**config.mk**
```make
export PLATFORM = sky130hd
export DESIGN_NAME = adc_oversample_scan_filter
export DESIGN_NICKNAME = d
export VERILOG_FILES = /design/src/rtl/aosf_pkg.sv /design/src/rtl/aosf_ram.sv /design/src/rtl/adc_oversample_scan_filter.sv
export SDC_FILE = /design/constraint.sdc
export NUM_CORES = 1
export LEC_CHECK = 0
export ABC_CLOCK_PERIOD_IN_PS = 6500
export BUFFER_PORTS_ARGS = -buffer_cell sky130_fd_sc_hd__buf_2
export CORE_MARGIN = 5
export CORE_UTILIZATION = 30
export DETAILED_ROUTE_END_ITERATION = 12
export PLACE_DENSITY_LB_ADDON = 0.05
export SYNTH_ARGS = -nofsm -noshare
export SYNTH_HDL_FRONTEND = slang
export SYNTH_SLANG_ARGS = --single-unit
```
**constraint.sdc**
```tcl
create_clock -name clk -period 6.5 [get_ports clk]
set_clock_uncertainty 0.15 [all_clocks]
set_input_delay 0.325 -clock clk [delete_from_list [all_inputs] [get_ports clk]]
set_output_delay 0.325 -clock clk [all_outputs]
set_load 0.01 [all_outputs]
```
**src/rtl/aosf_pkg.sv**
```systemverilog
// Package: shared constants, register indexes and defaults of the oversampling scan filter.
package aosf_pkg;

    localparam int SAMPLE_W            = 10;
    localparam int SAMPLES_PER_CHANNEL = 8;
    localparam int DEF_SCAN_CHANNELS   = 4;
    localparam int ROW_W               = 4;
    localparam int MUX_W               = 4;
    localparam int CFG_W               = 10;
    localparam int CFG_IDX_W           = 3;
    localparam int OUT_CH_W            = 3;
    localparam int MUX_REGS            = 5;
    localparam int REF_SLOT            = 4;
    localparam int SUM_W               = SAMPLE_W + 3;
    localparam int FILT_W              = SAMPLE_W + 2;

    localparam logic [SAMPLE_W-1:0] MID_SCALE = SAMPLE_W'(1 << (SAMPLE_W - 1));

    localparam logic [SAMPLE_W-1:0] RST_ADC_MIN  = '0;
    localparam logic [SAMPLE_W-1:0] RST_ADC_MAX  = '1;
    localparam logic [MUX_W-1:0]    RST_MUX_CH0  = 4'd0;
    localparam logic [MUX_W-1:0]    RST_MUX_CH1  = 4'd1;
    localparam logic [MUX_W-1:0]    RST_MUX_CH2  = 4'd4;
    localparam logic [MUX_W-1:0]    RST_MUX_CH3  = 4'd5;
    localparam logic [MUX_W-1:0]    RST_MUX_VREF = 4'd14;

    typedef enum logic [CFG_IDX_W-1:0] {
        REG_ADC_MIN  = 3'd0,
        REG_ADC_MAX  = 3'd1,
        REG_MUX_CH0  = 3'd2,
        REG_MUX_CH1  = 3'd3,
        REG_MUX_CH2  = 3'd4,
        REG_MUX_CH3  = 3'd5,
        REG_MUX_VREF = 3'd6
    } cfg_reg_t;

endpackage

```
**src/rtl/aosf_ram.sv**
```systemverilog
// Generic single-write, single-read RAM with registered read data.
module aosf_ram #(
    parameter int WIDTH = 8,
    parameter int DEPTH = 16,
    localparam int AW = (DEPTH > 1) ? $clog2(DEPTH) : 1
) (
    input  logic             clk,
    input  logic             we,
    input  logic [AW-1:0]    waddr,
    input  logic [WIDTH-1:0] wdata,
    input  logic [AW-1:0]    raddr,
    output logic [WIDTH-1:0] rdata
);

    logic [WIDTH-1:0] mem [DEPTH];

    always_ff @(posedge clk)
    begin
        if (we)
        begin
            mem[waddr] <= wdata;
        end
        rdata <= mem[raddr];
    end

endmodule

```
**src/rtl/adc_oversample_scan_filter.sv**
```systemverilog
// Top level: round-robin oversampling scan filter with a shared accumulator.
//
//   channel   signals                                  direction  item
//   --------  ---------------------------------------  ---------  --------------------------
//   input     in_valid / in_ready, sample              in         one conversion result
//   output    out_valid / out_ready, next_mux,         out        one result (1 or SCAN_CHANNELS
//             value_valid, out_channel, value, last               per input item)
//   config    cfg_write, cfg_index, cfg_data           in         one register write, no wait
//
// A plain or reference conversion is accepted, then loaded into the output register.
// The conversion that closes a scan starts a pass over every channel: per channel the
// single RAM read port streams nine store rows through one adder, a drain step empties
// the read register, and a calc step filters, clamps and writes row 0 back.
// A result waiting in the output register holds the output load of a plain or reference
// conversion, or the filter step of the next channel; the input is refused meanwhile.
// Reset clears the counters, the output valid bit and the per-entry valid bits of the
// store; an entry never written since reset reads as mid-scale, so no clearing pass runs.
module adc_oversample_scan_filter
    import aosf_pkg::*;
#(
    parameter int SCAN_CHANNELS = DEF_SCAN_CHANNELS
) (
    input  logic                 clk,
    input  logic                 rst_n,
    // conversion input
    input  logic                 in_valid,
    output logic                 in_ready,
    input  logic [SAMPLE_W-1:0]  sample,
    // result output
    output logic                 out_valid,
    input  logic                 out_ready,
    output logic [MUX_W-1:0]     next_mux,
    output logic                 value_valid,
    output logic [OUT_CH_W-1:0]  out_channel,
    output logic [SAMPLE_W-1:0]  value,
    output logic                 last,
    // configuration
    input  logic                 cfg_write,
    input  logic [CFG_IDX_W-1:0] cfg_index,
    input  logic [CFG_W-1:0]     cfg_data
);

    // Store layout: row r (0 = previous scan's newest, 1..8 = this scan) of channel c sits
    // at address r * SCAN_CHANNELS + c.
    localparam int DEPTH = (SAMPLES_PER_CHANNEL + 1) * SCAN_CHANNELS;
    localparam int AW    = (DEPTH > 1) ? $clog2(DEPTH) : 1;
    localparam int CH_W  = (SCAN_CHANNELS > 1) ? $clog2(SCAN_CHANNELS) : 1;
    localparam int CNT_W = $clog2(SCAN_CHANNELS + 1);

    typedef enum logic [4:0] {
        S_IDLE  = 5'b00001,
        S_ONE   = 5'b00010,
        S_RD    = 5'b00100,
        S_DRAIN = 5'b01000,
        S_CALC  = 5'b10000
    } state_t;

    function automatic logic [AW-1:0] addr_of(input logic [ROW_W-1:0] row,
                                              input logic [CH_W-1:0]  ch);
        addr_of = AW'(int'(row) * SCAN_CHANNELS + int'(ch));
    endfunction

    state_t                state_reg;
    logic [CNT_W-1:0]      ci_reg;
    logic [ROW_W-1:0]      si_reg;
    logic [CH_W-1:0]       ch_reg;
    logic [ROW_W-1:0]      rd_row_reg;
    logic                  pend_reg;
    logic [ROW_W-1:0]      pend_row_reg;
    logic                  rvld_reg;
    logic [DEPTH-1:0]      store_vld_reg;

    logic [SAMPLE_W-1:0]   adc_min_reg;
    logic [SAMPLE_W-1:0]   adc_max_reg;
    logic [MUX_W-1:0]      mux_code_reg [MUX_REGS];

    logic [SUM_W-1:0]      sum_reg;
    logic [SAMPLE_W-1:0]   prev_reg;
    logic [SAMPLE_W-1:0]   newest_reg;

    logic [MUX_W-1:0]      one_mux_reg;
    logic                  one_ref_reg;
    logic [SAMPLE_W-1:0]   one_sample_reg;

    logic                  out_valid_reg;
    logic [MUX_W-1:0]      next_mux_reg;
    logic                  value_valid_reg;
    logic [OUT_CH_W-1:0]   out_channel_reg;
    logic [SAMPLE_W-1:0]   value_reg;
    logic                  last_reg;

    // accept-time counter update
    logic [CNT_W-1:0]      ci_inc;
    logic [CNT_W-1:0]      ci_next;
    logic [ROW_W-1:0]      si_next;
    logic                  scan_end;
    logic                  was_ref;
    logic                  accept;
    logic [2:0]            mux_sel;

    // store access
    logic                  ram_we;
    logic [AW-1:0]         ram_waddr;
    logic [SAMPLE_W-1:0]   ram_wdata;
    logic [AW-1:0]         ram_raddr;
    logic [SAMPLE_W-1:0]   ram_rdata;
    logic [SAMPLE_W-1:0]   rd_eff;

    // filter datapath
    logic                  out_free;
    logic                  out_load;
    logic                  calc_fire;
    logic                  last_ch;
    logic                  sum_clr;
    logic signed [SAMPLE_W:0]   delta;
    logic signed [FILT_W-1:0]   filt;
    logic signed [FILT_W-1:0]   lo_clamp;
    logic signed [FILT_W-1:0]   hi_clamp;
    logic signed [FILT_W-1:0]   after_lo;
    logic signed [FILT_W-1:0]   after_hi;

    assign in_ready    = (state_reg == S_IDLE);
    assign accept      = in_valid && in_ready;
    assign out_valid   = out_valid_reg;
    assign next_mux    = next_mux_reg;
    assign value_valid = value_valid_reg;
    assign out_channel = out_channel_reg;
    assign value       = value_reg;
    assign last        = last_reg;

    assign out_free  = !out_valid_reg || out_ready;
    assign calc_fire = (state_reg == S_CALC) && out_free;
    assign out_load  = ((state_reg == S_ONE) && out_free) || calc_fire;
    assign last_ch   = (ch_reg == CH_W'(SCAN_CHANNELS - 1));
    assign was_ref   = (si_reg == ROW_W'(SAMPLES_PER_CHANNEL));

    // Advance channel, then slot; a full slot count with the channel wrapped ends the scan,
    // otherwise restart the scan after the reference.
    always_comb
    begin
        ci_inc   = ci_reg + 1'b1;
        ci_next  = ci_inc;
        si_next  = si_reg;
        scan_end = 1'b0;
        if (ci_inc >= CNT_W'(SCAN_CHANNELS))
        begin
            ci_next = '0;
            si_next = si_reg + 1'b1;
        end
        if (si_next >= ROW_W'(SAMPLES_PER_CHANNEL))
        begin
            if (ci_next == '0)
            begin
                scan_end = 1'b1;
            end
            else
            begin
                si_next = '0;
                ci_next = '0;
            end
        end
        mux_sel = {1'b0, 2'(ci_next)};
    end

    // Store write: new non-reference conversion on accept, row 0 takes the newest sample in the filter step.
    always_comb
    begin
        ram_we    = 1'b0;
        ram_waddr = addr_of(ROW_W'(si_reg + 1'b1), CH_W'(ci_reg));
        ram_wdata = sample;
        if (accept && (si_reg < ROW_W'(SAMPLES_PER_CHANNEL)))
        begin
            ram_we = 1'b1;
        end
        else if (calc_fire)
        begin
            ram_we    = 1'b1;
            ram_waddr = addr_of('0, ch_reg);
            ram_wdata = newest_reg;
        end
    end

    assign ram_raddr = addr_of(rd_row_reg, ch_reg);
    assign rd_eff    = rvld_reg ? ram_rdata : MID_SCALE;

    aosf_ram #(
        .WIDTH (SAMPLE_W),
        .DEPTH (DEPTH)
    ) u_store (
        .clk   (clk),
        .we    (ram_we),
        .waddr (ram_waddr),
        .wdata (ram_wdata),
        .raddr (ram_raddr),
        .rdata (ram_rdata)
    );

    // Filter: mean of eight, plus a quarter of the step since the previous scan (floored),
    // then the lower clamp followed by the upper clamp.
    always_comb
    begin
        delta    = $signed({1'b0, newest_reg}) - $signed({1'b0, prev_reg});
        filt     = $signed({2'b00, sum_reg[SUM_W-1:3]}) + FILT_W'(delta >>> 2);
        lo_clamp = $signed({2'b00, adc_min_reg});
        hi_clamp = $signed({2'b00, adc_max_reg});
        after_lo = (filt < lo_clamp) ? lo_clamp : filt;
        after_hi = (after_lo > hi_clamp) ? hi_clamp : after_lo;
    end

    assign sum_clr = (accept && scan_end) || (calc_fire && !last_ch);

    // Sequencer, counters, valid bits, configuration and output handshake
    always_ff @(posedge clk or negedge rst_n)
    begin
        if (!rst_n)
        begin
            state_reg     <= S_IDLE;
            ci_reg        <= '0;
            si_reg        <= '0;
            ch_reg        <= '0;
            rd_row_reg    <= '0;
            pend_reg      <= 1'b0;
            store_vld_reg <= '0;
            out_valid_reg <= 1'b0;
            adc_min_reg   <= RST_ADC_MIN;
            adc_max_reg   <= RST_ADC_MAX;
            mux_code_reg[0]        <= RST_MUX_CH0;
            mux_code_reg[1]        <= RST_MUX_CH1;
            mux_code_reg[2]        <= RST_MUX_CH2;
            mux_code_reg[3]        <= RST_MUX_CH3;
            mux_code_reg[REF_SLOT] <= RST_MUX_VREF;
        end
        else
        begin
            if (cfg_write)
            begin
                unique case (cfg_reg_t'(cfg_index))
                    REG_ADC_MIN:  adc_min_reg            <= cfg_data[SAMPLE_W-1:0];
                    REG_ADC_MAX:  adc_max_reg            <= cfg_data[SAMPLE_W-1:0];
                    REG_MUX_CH0:  mux_code_reg[0]        <= cfg_data[MUX_W-1:0];
                    REG_MUX_CH1:  mux_code_reg[1]        <= cfg_data[MUX_W-1:0];
                    REG_MUX_CH2:  mux_code_reg[2]        <= cfg_data[MUX_W-1:0];
                    REG_MUX_CH3:  mux_code_reg[3]        <= cfg_data[MUX_W-1:0];
                    REG_MUX_VREF: mux_code_reg[REF_SLOT] <= cfg_data[MUX_W-1:0];
                    default:      ;
                endcase
            end

            if (ram_we)
            begin
                store_vld_reg[ram_waddr] <= 1'b1;
            end

            pend_reg <= (state_reg == S_RD);

            // Load a new result, or drop the one just taken.
            if (out_load)
            begin
                out_valid_reg <= 1'b1;
            end
            else if (out_valid_reg && out_ready)
            begin
                out_valid_reg <= 1'b0;
            end

            unique case (state_reg)
                S_IDLE:
                begin
                    if (accept)
                    begin
                        ci_reg <= ci_next;
                        si_reg <= si_next;
                        if (scan_end)
                        begin
                            ch_reg     <= '0;
                            rd_row_reg <= '0;
                            state_reg  <= S_RD;
                        end
                        else
                        begin
                            state_reg <= S_ONE;
                        end
                    end
                end
                S_ONE:
                begin
                    if (out_free)
                    begin
                        state_reg <= S_IDLE;
                    end
                end
                S_RD:
                begin
                    if (rd_row_reg == ROW_W'(SAMPLES_PER_CHANNEL))
                    begin
                        state_reg <= S_DRAIN;
                    end
                    else
                    begin
                        rd_row_reg <= rd_row_reg + 1'b1;
                    end
                end
                S_DRAIN:
                begin
                    state_reg <= S_CALC;
                end
                S_CALC:
                begin
                    if (out_free)
                    begin
                        if (last_ch)
                        begin
                            state_reg <= S_IDLE;
                        end
                        else
                        begin
                            ch_reg     <= ch_reg + 1'b1;
                            rd_row_reg <= '0;
                            state_reg  <= S_RD;
                        end
                    end
                end
                default:
                begin
                    state_reg <= S_IDLE;
                end
            endcase
        end
    end

    // Datapath: read tracking, shared accumulator, held single result, output payload
    always_ff @(posedge clk)
    begin
        rvld_reg     <= store_vld_reg[ram_raddr];
        pend_row_reg <= rd_row_reg;

        if (sum_clr)
        begin
            sum_reg <= '0;
        end
        else if (pend_reg && (pend_row_reg != '0))
        begin
            sum_reg <= sum_reg + SUM_W'(rd_eff);
        end

        if (pend_reg)
        begin
            if (pend_row_reg == '0)
            begin
                prev_reg <= rd_eff;
            end
            if (pend_row_reg == ROW_W'(SAMPLES_PER_CHANNEL))
            begin
                newest_reg <= rd_eff;
            end
        end

        if (accept)
        begin
            one_mux_reg    <= mux_code_reg[mux_sel];
            one_ref_reg    <= was_ref;
            one_sample_reg <= sample;
        end

        if ((state_reg == S_ONE) && out_free)
        begin
            next_mux_reg    <= one_mux_reg;
            value_valid_reg <= one_ref_reg;
            out_channel_reg <= one_ref_reg ? OUT_CH_W'(SCAN_CHANNELS) : '0;
            value_reg       <= one_ref_reg ? one_sample_reg : '0;
            last_reg        <= 1'b1;
        end
        else if (calc_fire)
        begin
            next_mux_reg    <= mux_code_reg[REF_SLOT];
            value_valid_reg <= 1'b1;
            out_channel_reg <= OUT_CH_W'(ch_reg);
            value_reg       <= after_hi[SAMPLE_W-1:0];
            last_reg        <= last_ch;
        end
    end

endmodule
```
==> flow_metrics.tcl <==
set metrics [dict create \
    wl_um 63660 \
    synth-compound-area-share_pct 5.274 \
    power_switching_mw 2.954 \
    start_kind "flip-flop" \
    pin_count 49 \
    die_h_um 286.5 \
    start_util_pct 30.21 \
    vias 12770 \
    critPathTopFamily "compound AO/OA/AOI/OAI gates" \
    wire_per_inst_um 23.96 \
    async_flop_share_pct 17.84 \
    clk_pin_slew_ns 0.06 \
    slew_headroom_pct 12.39 \
    rsz0062_at_grt "yes" \
    synth_area_mm2 0.02294 \
    slowest_delay_ns 0.43 \
    pwr-share-seq_pct 43.2 \
    timing.hold.ws_ns 0.06334 \
    leakagePower_nw 9.520 \
    ctsRootBufferMaster "clkbuf_16" \
    dpl.cell_count 2512 \
    drt_pass1_iterations 5 \
    antenna_found_initial 1 \
    clock-sinks 538 \
    peakVddDrop_mv 0.2053 \
    numPortBuffers 48 \
    fmax_ghz 0.1596 \
    grt_max_degree 62 \
    synth.avg_cell_area_um2 16.03 \
    design_area_mm2 0.02711 \
    p_total_mw 9.948 \
    p_clk_share_pct 33.4 \
    cts_made_buffers 61 \
    place_area_mm2 0.02469 \
    drt-initial-drc-count 725 \
    period_minus_slack_ns 6.267 \
    pwr-share-comb_pct 23.4 \
    seq_area_frac_synth_pct 67.16 \
    pre_cts_slack_ns 0.06014 \
    diodes 0 \
    worstMarginPinSlew_ns 1.309 \
    clkLatencyLatePin_ns 0.64 \
    fin_util_pct 35.69 \
    h-tree-depth 2 \
    status "completed" \
    drt_drc_violations_left 0 \
    synth_warnings 0 \
    synth_commonest_cells "edfxtp_1 (413), nand2_1 (131), mux4_2 (121), nor2_1 (82), dfrtp_1 (78)" \
    grt-ovfl-total 0 \
    hold_path.class "input port to async pin" \
    grt_pass1_wl_um 93180 \
    setup_viol 0 \
    synth-seq-cells 538 \
    maxCapViolCount 0 \
    viasPerCell 4.805 \
    cp_max_fo 9 \
    finalCritPeriodShare_pct 96.41 \
    fin_cells 2657 \
    slowest_stage "edfxtp_1" \
    yosys.area_share.simple_pct 7.041 \
    ys_top_cells_by_area "edfxtp_1 (54%), mux4_2 (12%), dfrtp_1 (8.5%)" \
    cp.required_ns 6.68 \
    coreArea_mm2 0.07595 \
    drive_above_1_share_pct 26.18 \
    cp.arrival_ns 6.45 \
    synthFlopType "edfxtp_1" \
    num_rows 101 \
    die-width_um 286.5 \
    hpwl_um 42100 \
    swShare_pct 29.70 \
    muxShareOfSynthArea_pct 14.05 \
    synth_most_common_cell "edfxtp_1" \
    grt_pass1_vias 13240 \
    internal_power_mw 6.994 \
    postLayoutSetupSlackWorst_ns 0.2330 \
    area_growth_pct 18.17 \
    synth_edf_count 413 \
    cts_tree "yes" \
    grt_usage_pct 15.36 \
    p_per_area_mw_per_mm2 367.0 \
    worstSetupEndpointType "flip-flop" \
    ant_nets 0 \
    largest_register_ffs 360 \
    netlist_instances 1431 \
    syn-num-nets 1517 \
    synth_top_family_by_area "multiplexers" \
    dieArea_mm2 0.08210 \
    cp_num_buf_inv 4 \
    final-hold-violation-count 0 \
    yosysTopAreaCell "edfxtp_1" \
    fill_cells 7237 \
    cts_buffer_depth 3 \
    yosysTopAreaCellShare_pct 54.06 \
    synthAdderAreaFrac_pct 3.229 \
    synthXorXnorAreaFrac_pct 1.107 \
    synthDistinctLibCells 73 \
    path_class "flip-flop to flip-flop" \
    slew_viol_final 0 \
    cp_common_cell "ha_1" \
    globalplace.congestion 0.8020 \
    num-nets-final 1663 \
    finalSetupTns_ns 0 \
]
[power groups by stage]
| stage | clock [mW] | sequential [mW] | combinational, mW |
|---|---|---|---|
| 2_1_floorplan | 0 | 4.27 | 1.46 |
| 3_3_place_gp | 0 | 4.37 | 2.19 |
| 3_5_place_dp | 0 | 4.37 | 2.20 |
| 4_1_cts | 3.44 | 4.30 | 2.22 |
| 5_1_grt | 3.60 | 4.33 | 2.57 |
| 6_report | 3.33 | 4.29 | 2.33 |
[final cells by class]
type / instances / area (µm²) / share of cell area, %
sequential: 538 / 15410 / 56.86
multi-input combinational: 784 / 7217 / 26.62
clock buffer: 76 / 1645 / 6.069
tap: 1030 / 1289 / 4.754
timing repair buffer: 141 / 1051 / 3.877
clock inverter: 37 / 300.3 / 1.108
inverter: 51 / 191.4 / 0.7062
[layout by cell type, fill, tap and decap left out, drive strengths merged, types with 24 or more instances in the layout]
master         n
inv           51
clkbuf        77
dfrtp         78
dlygate4sd3   24
nand3         29
o21ai         66
nand2        132
dfxtp         29
a21oi         39
buf          116
clkinv        32
mux2          30
ha            56
mux4         121
nor2          83
edfxtp       413
[worst paths after layout]
kind,startpoint,to,slack (ns),cells after the start
worst max-delay path,newest_reg[2],value[2],0.23,29
worst min-delay path,rst_n,adc_min_reg[9],0.06,2
worst max register to register,newest_reg[2],value[2],0.23,29
worst min register to register,store_vld_reg[32],store_vld_reg[32],0.31,1
max in group asynchronous,rst_n,ch_reg[1],4.79,3
min in group clk,cfg_index[0],adc_min_reg[6],0.07,3
[logic make-up after synthesis]
group | after synthesis
buf+inv | 109
flops | 538
compound gates | 189
xor+xnor | 29
fa+ha+maj | 58
mux | 167
simple gates | 341
[routing by layer]
layer | vias up | GRT usage, % | part of all wire [%]
met5 | - | 0 | 0.019
met4 | 2 | 3.769 | 2.4
met3 | 92 | 2.573 | 3.7
met2 | 226 | 24.35 | 46
met1 | 6625 | 22.18 | 48
li1 | 5822 | - | -
[timing repair]
action / 4_1_cts / 5_1_grt
gates cloned: 0 / 1
endpoints found under the setup margin: 1 / 10
hold buffers: 24 / 0
pin swaps: 0 / 13
hold endpoints to repair: 90 / 0
setup buffers: 0 / 7
gates resized for setup: 1 / 36
(Power assumes the default switching activity.)
